File: src/rtl/rmo_cross.sv
// ----------------------------------------------------------------------------
// rmo_cross
// Two-stage pipelined cross product of two signed 3-vectors.
// ----------------------------------------------------------------------------
module rmo_cross #(
    parameter int AW = 16,
    parameter int BW = 16,
    parameter int SW = 1
) (
    input  logic                     clk,
    input  logic                     rst_n,
    input  logic                     in_valid,
    input  logic [2:0][AW-1:0]       in_a,
    input  logic [2:0][BW-1:0]       in_b,
    input  logic [SW-1:0]            in_side,
    output logic                     out_valid,
    output logic [2:0][AW+BW:0]      out_vec,
    output logic [SW-1:0]            out_side
);

    localparam int PW = AW + BW;

    logic                 p_valid_reg;
    logic signed [PW-1:0] pr_reg [6];
    logic signed [PW-1:0] pr_next [6];
    logic [SW-1:0]        p_side_reg;
    logic [2:0][PW:0]     c_next;
    logic                 c_valid_reg;
    logic [2:0][PW:0]     c_reg;
    logic [SW-1:0]        c_side_reg;

    always_comb
    begin
        pr_next[0] = $signed(in_a[1]) * $signed(in_b[2]);
        pr_next[1] = $signed(in_a[2]) * $signed(in_b[1]);
        pr_next[2] = $signed(in_a[2]) * $signed(in_b[0]);
        pr_next[3] = $signed(in_a[0]) * $signed(in_b[2]);
        pr_next[4] = $signed(in_a[0]) * $signed(in_b[1]);
        pr_next[5] = $signed(in_a[1]) * $signed(in_b[0]);
    end

    always_comb
    begin
        c_next[0] = (PW+1)'(pr_reg[0]) - (PW+1)'(pr_reg[1]);
        c_next[1] = (PW+1)'(pr_reg[2]) - (PW+1)'(pr_reg[3]);
        c_next[2] = (PW+1)'(pr_reg[4]) - (PW+1)'(pr_reg[5]);
    end

    always_ff @(posedge clk or negedge rst_n)
    begin
        if (!rst_n)
        begin
            p_valid_reg <= 1'b0;
            c_valid_reg <= 1'b0;
        end
        else
        begin
            p_valid_reg <= in_valid;
            c_valid_reg <= p_valid_reg;
        end
    end

    always_ff @(posedge clk)
    begin
        pr_reg     <= pr_next;
        p_side_reg <= in_side;
        c_reg      <= c_next;
        c_side_reg <= p_side_reg;
    end

    assign out_valid = c_valid_reg;
    assign out_vec   = c_reg;
    assign out_side  = c_side_reg;

endmodule

File: config.mk
export PLATFORM = sky130hd
export DESIGN_NAME = rmo_cross
export DESIGN_NICKNAME = d
export VERILOG_FILES = /design/src/rtl/rmo_cross.sv
export SDC_FILE = /design/constraint.sdc
export NUM_CORES = 2
export LEC_CHECK = 0
export ABC_AREA = 1
export BUFFER_PORTS_ARGS = -buffer_cell sky130_fd_sc_hd__clkbuf_2
export CAP_MARGIN = 20
export CORE_UTILIZATION = 25
export DETAILED_ROUTE_END_ITERATION = 10
export GPL_TIMING_DRIVEN = 0
export MAX_ROUTING_LAYER = met4
export SYNTH_ARGS = -nofsm -noshare
export SYNTH_HDL_FRONTEND = slang
export SYNTH_SLANG_ARGS = --single-unit
export TNS_END_PERCENT = 1
File: constraint.sdc
create_clock -name clk -period 2.3 [get_ports clk]
set_clock_uncertainty 0.05 [all_clocks]
set_input_delay 0.46 -clock clk [delete_from_list [all_inputs] [get_ports clk]]
set_output_delay 0.46 -clock clk [all_outputs]
set_load 0.01 [all_outputs]
==> impl_metrics.yaml <==
outcome:
  status: "finished, violations left"
  violations: "negative setup slack"
place:
  place_congestion: 1.06
  port_buffers: 199
  hpwl_um: 257000
  place_ws_ps: -5090
clock_network:
  cts_root_buf: "clkbuf_16"
  htree_levels: 2
  cts_tree: "built"
  clockBufferDepth: 3
  cts_sinks: 295
  insertion_delay_ps: 670
  path_clk_slew_ps: 70
  cts_buffers: 37
final_layout:
  final_layout_size_suffix_gt1_frac: 0.138
  layout.nets: 13109
  largest_register_ffs: 192
  num-fill-cells: 33048
  syn_to_final_growth_pct: 21.4
route:
  drc: 0
  firstDrtPassIters: 6
  wl_per_cell_um: 20.3
  routed_wl_um: 305000
  antenna_left: 0
  via_count: 66559
  via_per_inst: 4.43
  drt_iter0_markers: 5523
flow_run:
  cap_viol_max_count: 0
sta:
  grt_setup_unrepaired: "yes"
  hold_violations: 0
  relSlewSlack: 0.214
  setup_violations: 172
  slew_viol_final: 0
  final.setup.worst_slack_ps: -2890
  worst_pin_slew_ps: 1180
  fmax_mhz: 193
  fin_crit_sh: 2.26
  period_needed_ps: 5190
  setup_tns_ps: -398270
logic_synthesis:
  synthArstFlopShare: 0.00678
  ys_seq_elements: 295
  ys_seq_area_frac: 0.0764
  syn_inst: 10420
  synth_ff_type: "dfxtp_1"
  yosysMostFrequentCell: "inv_1"
  yosysTopAreaCell: "fa_1"
  yosysWarnings: 0
  synth_top_area_share: 0.407
  syn_avg_cell_area_sq_um: 7.43
  syn_area_sq_mm: 0.0774
  netlist_top_cells_area: "fa_1, inv_1, nand2_1"
  synth_nets: 12683
  synth_edf_count: 0
  synthTopCellsByCount: "inv_1, nand2_1, fa_1, ha_1, nor2_1"
  ys_types: 38
worst_setup_path:
  r2r_cells: 13
  crit_arrival_ps: 5730
  critPathBufInv: 6
  end_kind: "register"
  crit_chain: "clkbuf_16 -> clkbuf_16 -> nand2_2 -> inv_2 -> fa_2 -> fa_2 -> inv_2 -> fa_1 -> inv_1 -> fa_1 -> fa_1 -> fa_2 -> ha_4 -> buf_4 -> a21oi_2 -> o21ai_1 -> a21oi_1 -> nand2_1 -> nor2_1 -> nand2_1 -> nand2_2"
  worst-setup-path-type: "in -> reg"
  worstPathRequired_ps: 2840
  path_depth: 21
  cp_top_family: "adder cells"
  slowest_delay_ps: 720
  path_max_fanout: 6
  cp_slowest_cell: "fa_2"
  start_kind: "primary input"
die:
  core_sq_mm: 0.307
  dieHeight_um: 558
  num_io_pins: 201
  start_util: 0.252
  rows: 203
  die_w_um: 558
  fp.dieArea_sq_mm: 0.312
global_routing:
  grt-ovfl-total: 0
  grt_max_degree: 15
  grt_pass1_vias: 66974
  track_usage: 0.200
  antenna_found_initial: 59
  grt_pass1_wl_um: 441000
hold_path:
  holdCritPathClass: "in -> async"
## cells by family after synthesis
| group | synth area share |
|---|---|
| XOR/XNOR | 0.0201 |
| AND/OR/NAND/NOR | 0.204 |
| flip-flops | 0.0764 |
| AO/OA/AOI/OAI | 0.0286 |
| buffers and inverters | 0.169 |
| adder cells (fa/ha/maj) | 0.502 |
## area by class of cell
class	instances	area (sq um)	share of cell area
Tap cell	4100	5130	0.0546
Multi-Input combinational cell	6640	62000	0.659
Sequential cell	295	5920	0.0630
Clock inverter	23	368	0.00392
Clock buffer	43	988	0.0105
Antenna cell	42	105	0.00112
Buffer	287	4240	0.0451
Inverter	3198	12000	0.128
Timing Repair Buffer	387	3220	0.0343
## layout by cell type, fill, tap and decap left out, drive strengths merged, types with 7 or more instances in the layout
cell type / count
fa: 1575
nand2: 3021
o21bai: 42
nand4: 93
clkbuf: 417
nand3: 258
inv: 3204
xor2: 152
a21o: 11
nor4: 9
o21ai: 98
diode: 42
a21oi: 249
xnor2: 26
nor3: 65
ha: 588
nand3b: 15
nor2: 410
and2: 11
bufinv: 7
dfxtp: 293
buf: 296
## layer usage
layer  vias to the layer above  track usage  wire length, um
met2                      2831        0.293           129000
met1                     32830        0.260           127000
met3                       471       0.0595            35300
met5                         -            -                0
li1                      30427            -                -
met4                         0       0.0715            12800
## path summary, 6_finish.rpt
check / slack, ps / from / end
max: -2890 / in_b[35] / pr_reg[191]$_DFF_P_
min: 70 / rst_n / out_valid$_DFF_PN0_
max reg2reg: 180 / pr_reg[160]$_DFF_P_ / out_vec[20]$_DFF_P_
min reg2reg: 280 / p_side_reg$_DFF_P_ / out_side$_DFF_P_
max in group asynchronous: 2040 / rst_n / p_valid_reg$_DFF_PN0_
min in group clk: 260 / in_a[33] / pr_reg[97]$_DFF_P_
## through the flow
stage / util / std cells / area, sq um / hold slack (ps)
after CTS: 0.297 / 14880 / 91100 / 11.4
after detailed placement: 0.275 / 14728 / 84200 / 199
after floorplan: - / 10420 / 78000 / 114
after global placement: 0.274 / 14719 / 84100 / 196
after global routing: 0.306 / 15009 / 93900 / 67.3
final: 0.306 / 15015 / 94000 / 66.1
## repair_timing
action,CTS,global route
endpoints found under the hold margin,4,0
resized for setup,1151,631
hold buffers,3,0
pin swaps,115,217
buffers inserted,77,87
gates cloned,6,4
setup endpoints to repair,175,182
Power is not shown: default switching activity piles up to over one toggle a cycle in this logic, so the estimate is an artifact.
